<file path="config.mk">
export PLATFORM = sky130hd
export DESIGN_NAME = hsfs_ctrl
export DESIGN_NICKNAME = d
export VERILOG_FILES = /design/src/design/hsfs_pkg.sv /design/src/design/hsfs_ctrl.sv
export SDC_FILE = /design/constraint.sdc
export NUM_CORES = 1
export LEC_CHECK = 0
export ABC_AREA = 1
export BUFFER_PORTS_ARGS = -buffer_cell sky130_fd_sc_hd__buf_2
export CORE_MARGIN = 3
export CORE_UTILIZATION = 59
export CTS_CLUSTER_DIAMETER = 40
export CTS_CLUSTER_SIZE = 10
export DETAILED_ROUTE_END_ITERATION = 10
export GPL_ROUTABILITY_DRIVEN = 0
export GPL_TIMING_DRIVEN = 0
export PLACE_DENSITY = 0.85
export RECOVER_POWER = 50
export SETUP_SLACK_MARGIN = 0.3
export SYNTH_ARGS = -nofsm -noshare
export SYNTH_HDL_FRONTEND = slang
export SYNTH_SLANG_ARGS = --single-unit
export TNS_END_PERCENT = 50
</file>
<file path="constraint.sdc">
create_clock -name clk -period 2.85 [get_ports clk]
set_input_delay 0.57 -clock clk [delete_from_list [all_inputs] [get_ports clk]]
set_output_delay 0.57 -clock clk [all_outputs]
set_load 0.01 [all_outputs]
</file>
<file path="src/design/hsfs_pkg.sv">
// Shared types and constants for the scaled HMM forward step.
package hsfs_pkg;

	localparam int MAX_STATES_DEF  = 16;
	localparam int NUM_SYMBOLS_DEF = 256;
	localparam int RESULT_LIMIT    = 16;

	localparam int PROB_FRAC_BITS = 16;
	localparam int PROB_W         = PROB_FRAC_BITS + 1;
	localparam int CFG_W          = 5;
	localparam int IDX_W          = 4;
	localparam int COL_W          = 8;
	localparam int SYM_W          = 8;
	localparam int SCALE_W        = 32;

	// accumulator: sum of up to 16 products of two Q1.F values
	localparam int ACC_W   = 2 * PROB_FRAC_BITS + 1 + 4;
	localparam int FACT_W  = ACC_W - PROB_FRAC_BITS + 1;
	localparam int U_W     = FACT_W + PROB_W;
	localparam int TOT_W   = U_W + 4;

	localparam int SCALE_STEPS = 16 + 2 * PROB_FRAC_BITS;
	localparam int CNT_W       = $clog2(SCALE_STEPS);

	localparam logic [PROB_W-1:0] PROB_ONE = PROB_W'(1) << PROB_FRAC_BITS;
	localparam logic [ACC_W:0]    ACC_HALF = (ACC_W + 1)'(1) << (PROB_FRAC_BITS - 1);
	localparam logic [TOT_W-1:0]  SMALL_LIM = TOT_W'(1) << (2 * PROB_FRAC_BITS - 16);

	typedef enum logic [1:0] {
		MODE_INIT  = 2'd0,
		MODE_TRANS = 2'd1,
		MODE_EMIS  = 2'd2,
		MODE_OBS   = 2'd3
	} mode_t;

	typedef struct packed {
		logic             tbl_write;
		logic             begin_item;
		logic             mac_issue;
		logic             fetch;
		logic             fact;
		logic             umul;
		logic             uacc;
		logic             ds_load;
		logic             da_load;
		logic             div_step;
		logic             scale_save;
		logic             emit;
		logic             start;
		logic             last;
		logic [IDX_W-1:0] i;
		logic [IDX_W-1:0] j;
	} cmd_t;

	typedef struct packed {
		logic out_free;
	} sts_t;

endpackage

</file>
<file path="src/design/hsfs_ctrl.sv">
// Sequencer for table loads, forward accumulation, scaling and result output.
module hsfs_ctrl #(
	parameter int MAX_STATES = hsfs_pkg::MAX_STATES_DEF
) (
	input  logic                       clk,
	input  logic                       arst_n,
	input  logic                       in_valid,
	output logic                       in_stall,
	input  logic [1:0]                 mode,
	input  logic                       seq_start,
	input  logic                       cfg_we,
	input  logic [hsfs_pkg::CFG_W-1:0] cfg_data,
	output hsfs_pkg::cmd_t             cmd,
	input  hsfs_pkg::sts_t             sts
);

	localparam int NS = (MAX_STATES < hsfs_pkg::RESULT_LIMIT) ? MAX_STATES
		: hsfs_pkg::RESULT_LIMIT;
	localparam logic [hsfs_pkg::CFG_W-1:0] NS_N = hsfs_pkg::CFG_W'(NS);

	typedef enum logic [3:0] {
		S_IDLE, S_MAC, S_MAC_END, S_FETCH, S_FACT, S_UMUL, S_UACC,
		S_DS_LD, S_DS, S_DS_SAVE, S_DA_LD, S_DA, S_EMIT
	} state_t;

	state_t                       state_q;
	logic [hsfs_pkg::IDX_W-1:0]   i_q, j_q;
	logic [hsfs_pkg::CFG_W-1:0]   n_q, active_q, n_next;
	logic [hsfs_pkg::CNT_W-1:0]   cnt_q;
	logic                         start_q;
	logic                         accept, is_obs, i_last, j_last;

	assign in_stall = (state_q != S_IDLE);
	assign accept   = in_valid && !in_stall;
	assign is_obs   = (mode == hsfs_pkg::MODE_OBS);
	assign i_last   = (hsfs_pkg::CFG_W'(i_q) + 1'b1 == n_q);
	assign j_last   = (hsfs_pkg::CFG_W'(j_q) + 1'b1 == n_q);

	always_comb begin
		if (active_q == '0)
			n_next = hsfs_pkg::CFG_W'(1);
		else if (active_q > NS_N)
			n_next = NS_N;
		else
			n_next = active_q;
	end

	always_ff @(posedge clk or negedge arst_n) begin
		if (!arst_n) begin
			state_q  <= S_IDLE;
			i_q      <= '0;
			j_q      <= '0;
			n_q      <= NS_N;
			cnt_q    <= '0;
			start_q  <= 1'b0;
			active_q <= hsfs_pkg::CFG_W'(hsfs_pkg::RESULT_LIMIT);
		end else begin
			if (cfg_we)
				active_q <= cfg_data;
			case (state_q)
				S_IDLE: begin
					if (accept && is_obs) begin
						n_q     <= n_next;
						start_q <= seq_start;
						i_q     <= '0;
						j_q     <= '0;
						state_q <= seq_start ? S_FETCH : S_MAC;
					end
				end
				S_MAC: begin
					if (i_last) begin
						i_q     <= '0;
						state_q <= S_MAC_END;
					end else
						i_q <= i_q + 1'b1;
				end
				S_MAC_END: state_q <= S_FACT;
				S_FETCH:   state_q <= S_FACT;
				S_FACT:    state_q <= S_UMUL;
				S_UMUL:    state_q <= S_UACC;
				S_UACC: begin
					if (j_last) begin
						j_q     <= '0;
						state_q <= S_DS_LD;
					end else begin
						j_q     <= j_q + 1'b1;
						state_q <= start_q ? S_FETCH : S_MAC;
					end
				end
				S_DS_LD: begin
					cnt_q   <= '0;
					state_q <= S_DS;
				end
				S_DS: begin
					if (cnt_q == hsfs_pkg::CNT_W'(hsfs_pkg::SCALE_STEPS - 1))
						state_q <= S_DS_SAVE;
					else
						cnt_q <= cnt_q + 1'b1;
				end
				S_DS_SAVE: state_q <= S_DA_LD;
				S_DA_LD: begin
					cnt_q   <= '0;
					state_q <= S_DA;
				end
				S_DA: begin
					if (cnt_q == hsfs_pkg::CNT_W'(hsfs_pkg::PROB_FRAC_BITS - 1))
						state_q <= S_EMIT;
					else
						cnt_q <= cnt_q + 1'b1;
				end
				S_EMIT: begin
					if (sts.out_free) begin
						if (j_last)
							state_q <= S_IDLE;
						else begin
							j_q     <= j_q + 1'b1;
							state_q <= S_DA_LD;
						end
					end
				end
				default: state_q <= S_IDLE;
			endcase
		end
	end

	always_comb begin
		cmd            = '0;
		cmd.i          = i_q;
		cmd.j          = j_q;
		cmd.start      = start_q;
		cmd.last       = j_last;
		case (state_q)
			S_IDLE: begin
				cmd.tbl_write  = accept && !is_obs;
				cmd.begin_item = accept && is_obs;
			end
			S_MAC:     cmd.mac_issue  = 1'b1;
			S_MAC_END: cmd.fetch      = 1'b1;
			S_FETCH:   cmd.fetch      = 1'b1;
			S_FACT:    cmd.fact       = 1'b1;
			S_UMUL:    cmd.umul       = 1'b1;
			S_UACC:    cmd.uacc       = 1'b1;
			S_DS_LD:   cmd.ds_load    = 1'b1;
			S_DS:      cmd.div_step   = 1'b1;
			S_DS_SAVE: cmd.scale_save = 1'b1;
			S_DA_LD:   cmd.da_load    = 1'b1;
			S_DA:      cmd.div_step   = 1'b1;
			S_EMIT:    cmd.emit       = sts.out_free;
			default:   cmd.tbl_write  = 1'b0;
		endcase
	end

	a_emit_hold: assert property (@(posedge clk) disable iff (!arst_n)
		(state_q == S_EMIT && !sts.out_free) |=> (state_q == S_EMIT && $stable(j_q)))
		else $error("result dropped while output busy");

	a_last_idle: assert property (@(posedge clk) disable iff (!arst_n)
		(cmd.emit && cmd.last) |=> (state_q == S_IDLE))
		else $error("no return to idle after final result");

	a_j_range: assert property (@(posedge clk) disable iff (!arst_n)
		(state_q != S_IDLE) |-> (hsfs_pkg::CFG_W'(j_q) < n_q))
		else $error("state counter beyond active states");

	a_obs_start: assert property (@(posedge clk) disable iff (!arst_n)
		(state_q == S_IDLE && in_valid && is_obs) |=> (state_q == S_MAC || state_q == S_FETCH))
		else $error("observe request not started");

endmodule

</file>
==> run_results.csv <==
group,metric,value,unit
run_status,status,"complete, but fails checks",
run_status,violated_checks,"capacitance limit, slew limit",
clock_tree,clock_latency,0.35,ns
synth,synth_async_sr_flop_share,1.00,
worst_setup_path,slowest_cell_on_the_critical_path,"dfrtp_2",
clock_tree,cts_hold_buffers,0,
die,floorplan.die_area,0.00386,mm2
worst_setup_path,crit_path_cell_trace,"ha_1, nand2_1, nand2_1, nand2_1, nand3_1, nor2_2, nand2_2, inv_1, buf_4, buf_2",
die,die_x,62.1,um
synth,netlist.top_cell.by_area,"dfrtp_1",
detailed_routing,drt-initial-drc-count,152,
power_and_ir_drop,power.static_leakage,1.15,nW
sta,final_critical_path_setup_slack,0.431,ns
synth,post_synth_mux_area_share,0.0121,
worst_setup_path,cp_data_arrival_time,1.85,ns
sta,final-hold-violation-count,0,
clock_tree,clock_sink_count,29,
hold_path,min-delay-path-class,"input port to register",
worst_setup_path,critPathMostFrequentCell,"nand2_1",
finish,area_delta_synth_final,15.7,%
grt,globalRoute.totalOverflow,0,
sta,clock.fmax,413,MHz
worst_setup_path,cp_top_family,"simple AND/OR/NAND/NOR gates",
synth,yosysTopAreaCellShare,0.363,
detailed_routing,final_antenna_net_count,0,
synth,synth_most_common_cell,"nand2_1",
detailed_routing,vias_per_cell,5.26,
placed_design,dpl_ws,0.734,ns
power_and_ir_drop,power_density,928,mW/mm2
detailed_routing,drtPass1Iterations,4,
grt,globalRouteTotalUtil,0.235,
detailed_routing,wirelength,4.23,mm
grt,antenna_found_initial,0,
synth,largest_family_of_logic_cells_by_synthesized_area,"simple AND/OR/NAND/NOR gates",
sta,slew_headroom,-0.00424,
synth,synth.cells.most_frequent,"nand2_1 (70), inv_1 (33), dfrtp_1 (27)",
synth,post_synth_num_cell_types,33,
sta,final_period_minus_worst_setup_slack,2.42,ns
synth,yosys.area_share.adder,0.0202,
synth,synth-edff-count,0,
sta,finalSetupViolations,0,
clock_tree,clock_tree.htree_level_count,2,
worst_setup_path,crit_path_max_fanout,5,
synth,biggest_area_contributors_in_the_synthesized_netlist,"dfrtp_1 (36%), nand2_1 (14%), inv_1 (6.7%), nand3_1 (6.5%), nor2_1 (4.6%)",
die,floorplan.die.height,62.1,um
finish,layout.nets,318,
die,rows,19,
worst_setup_path,worst_setup_path_start_kind,"register",
synth,synth_area,0.00186,mm2
detailed_routing,wl_per_cell,12.2,um
sta,timing.setup.tns,0,ns
synth,synth.ff_latch_count,29,
job,timing.max_cap.violations,1,
synth,seq_area_frac_synth,0.392,
die,fp.coreArea,0.00288,mm2
synth,synth_warnings,0,
synth,syn_nets,274,
power_and_ir_drop,maximum_vdd_ir_drop,0.530,mV
placed_design,port_buffers,34,
worst_setup_path,crit_path_max_incr_delay,0.45,ns
clock_tree,clk_transition_reported_paths,0.11,ns
placed_design,dp.final_hpwl,3.10,mm
hold_path,hold_path_depth,2,
synth,synthSimpleGateAreaFrac,0.349,
die,initial_utilization,0.646,
synth,syn_area_per_cell,7.21,um2
grt,first_pass_grt_wire_length,7.53,mm
detailed_routing,drc,0,
sta,slew_viol_final,29,
sta,finalClockSkew,0.00998,ns
worst_setup_path,worst_r2r_path_depth,13,
grt,via_count_of_the_first_global_routing_pass,1675,
synth,synth_flop_cell,"dfrtp_1",
grt,grt_max_degree,30,
sta,whs,0.427,ns
finish,final_layout_size_suffix_gt1_frac,0.221,
worst_setup_path,critical_path_required,2.28,ns
synth,synth_xor_xnor_area_share,0.0283,
worst_setup_path,timing_worst_setup_path_type,"register to output pin",
synth,number_of_standard_cells_after_synthesis,258,
die,num_io_pins,36,
clock_tree,cts.root.buffer_cell,"clkbuf_4",
sta,rsz0062_at_grt,"false",
worst_setup_path,worst-path-stages,10,
detailed_routing,detailroute.via_count,1813,
finish,diodes,0,
worst_setup_path,critical_path.n_buffers_inverters,3,
clock_tree,cts-buffers-inserted,5,
clock_tree,cts-root-to-sink-buffers,2,
worst_setup_path,critPathCaptureType,"output pin",
sta,transition_time_of_the_tightest_slew_check_pin,1.51,ns
sta,finalCritPeriodShare,0.849,
clock_tree,cts_tree,"done",
synth,share_of_the_synthesized_area_in_compound_gates_ao_oa_aoi_oai,0.107,
-- final timing paths --
check,from,end,slack [ns]
worst max register to register,j_q[1]$_DFFE_PN0P_,j_q[0]$_DFFE_PN0P_,0.94
min in group asynchronous,arst_n,i_q[3]$_DFFE_PN0P_,0.56
max in group asynchronous,arst_n,j_q[1]$_DFFE_PN0P_,1.29
worst min register to register,active_q[0]$_DFFE_PN0P_,active_q[0]$_DFFE_PN0P_,0.52
worst min-delay path,sts,state_q[2]$_DFFE_PN0P_,0.43
worst max-delay path,j_q[1]$_DFFE_PN0P_,cmd[8],0.43
-- power breakdown --
part / switching (mW) / internal (mW)
Sequential: 0.141 / 0.545
Clock: 0.170 / 0.0928
Combinational: 0.652 / 0.397
Total: 0.963 / 1.03
-- worst register-to-register path: stages (launching register included) --
cell and delay [ns]:
dfrtp_2 0.45, ha_1 0.22, nand2_1 0.11, nand2_1 0.09
nand2_1 0.06, nand3_1 0.07, nor2_2 0.15, nand2_2 0.10
buf_4 0.15, nand2_2 0.09, nand2_1 0.06, nand2_1 0.16
nand2_1 0.07, nand2_1 0.08
-- area by class of cell --
type                       count  area (um2)
multi-input combinational    186         958
clock inverter                 3        17.5
timing repair buffer          37         186
inverter                      39         146
sequential                    29         729
tap                           42        52.6
clock buffer                   5        37.5
fill                         238         724
buffer                         4        23.8
-- through the flow --
stage          std cells  power [mW]  instance area [um2]   util
6_report             345        2.00                 2150  0.748
5_1_grt              345        2.17                 2150  0.748
4_1_cts              342        1.98                 2140  0.743
3_5_place_dp         334        1.73                 2080  0.724
3_3_place_gp         334        1.70                 2080  0.724
2_1_floorplan        258        1.45                 1860      -
-- sequential cells by signal, summed over array words and instances (netlist names) --
name,count
cnt_q,6
active_q,5
n_q,5
i_q,4
j_q,4
state_q,4
start_q,1
-- timing repair --
action / CTS / global route
buffers inserted: 0 / 3
gates resized for setup: 0 / 1
endpoints found under the setup margin: 0 / 1
-- routing by layer --
metal,GRT usage,up-vias,wire length (um)
met3,0.0432,7,286
met4,0.0856,0,55
met1,0.310,826,1910
met2,0.386,61,1970
met5,0,-,0
li1,-,919,-
-- placed cells by master (no fill, tap or decap), types with 6 or more instances in the layout --
master    count
nor2_1       24
nand2_1      70
dfrtp_1      26
inv_1        34
o21ai_1       7
nand4_1       6
buf_2        29
o21ai_0      12
nand3_1      24
clkbuf_1      6
-- cell families after synthesis --
| logic type | after synthesis |
|---|---|
| xor gates and xnor gates | 6 |
| AOI/OAI and AO/OA | 34 |
| and+or+nand+nor | 141 |
| muxes | 2 |
| buffers and inverters | 43 |
| adders and majority gates | 3 |
| DFF | 29 |
Note: power is estimated with default switching activity, not from simulation.
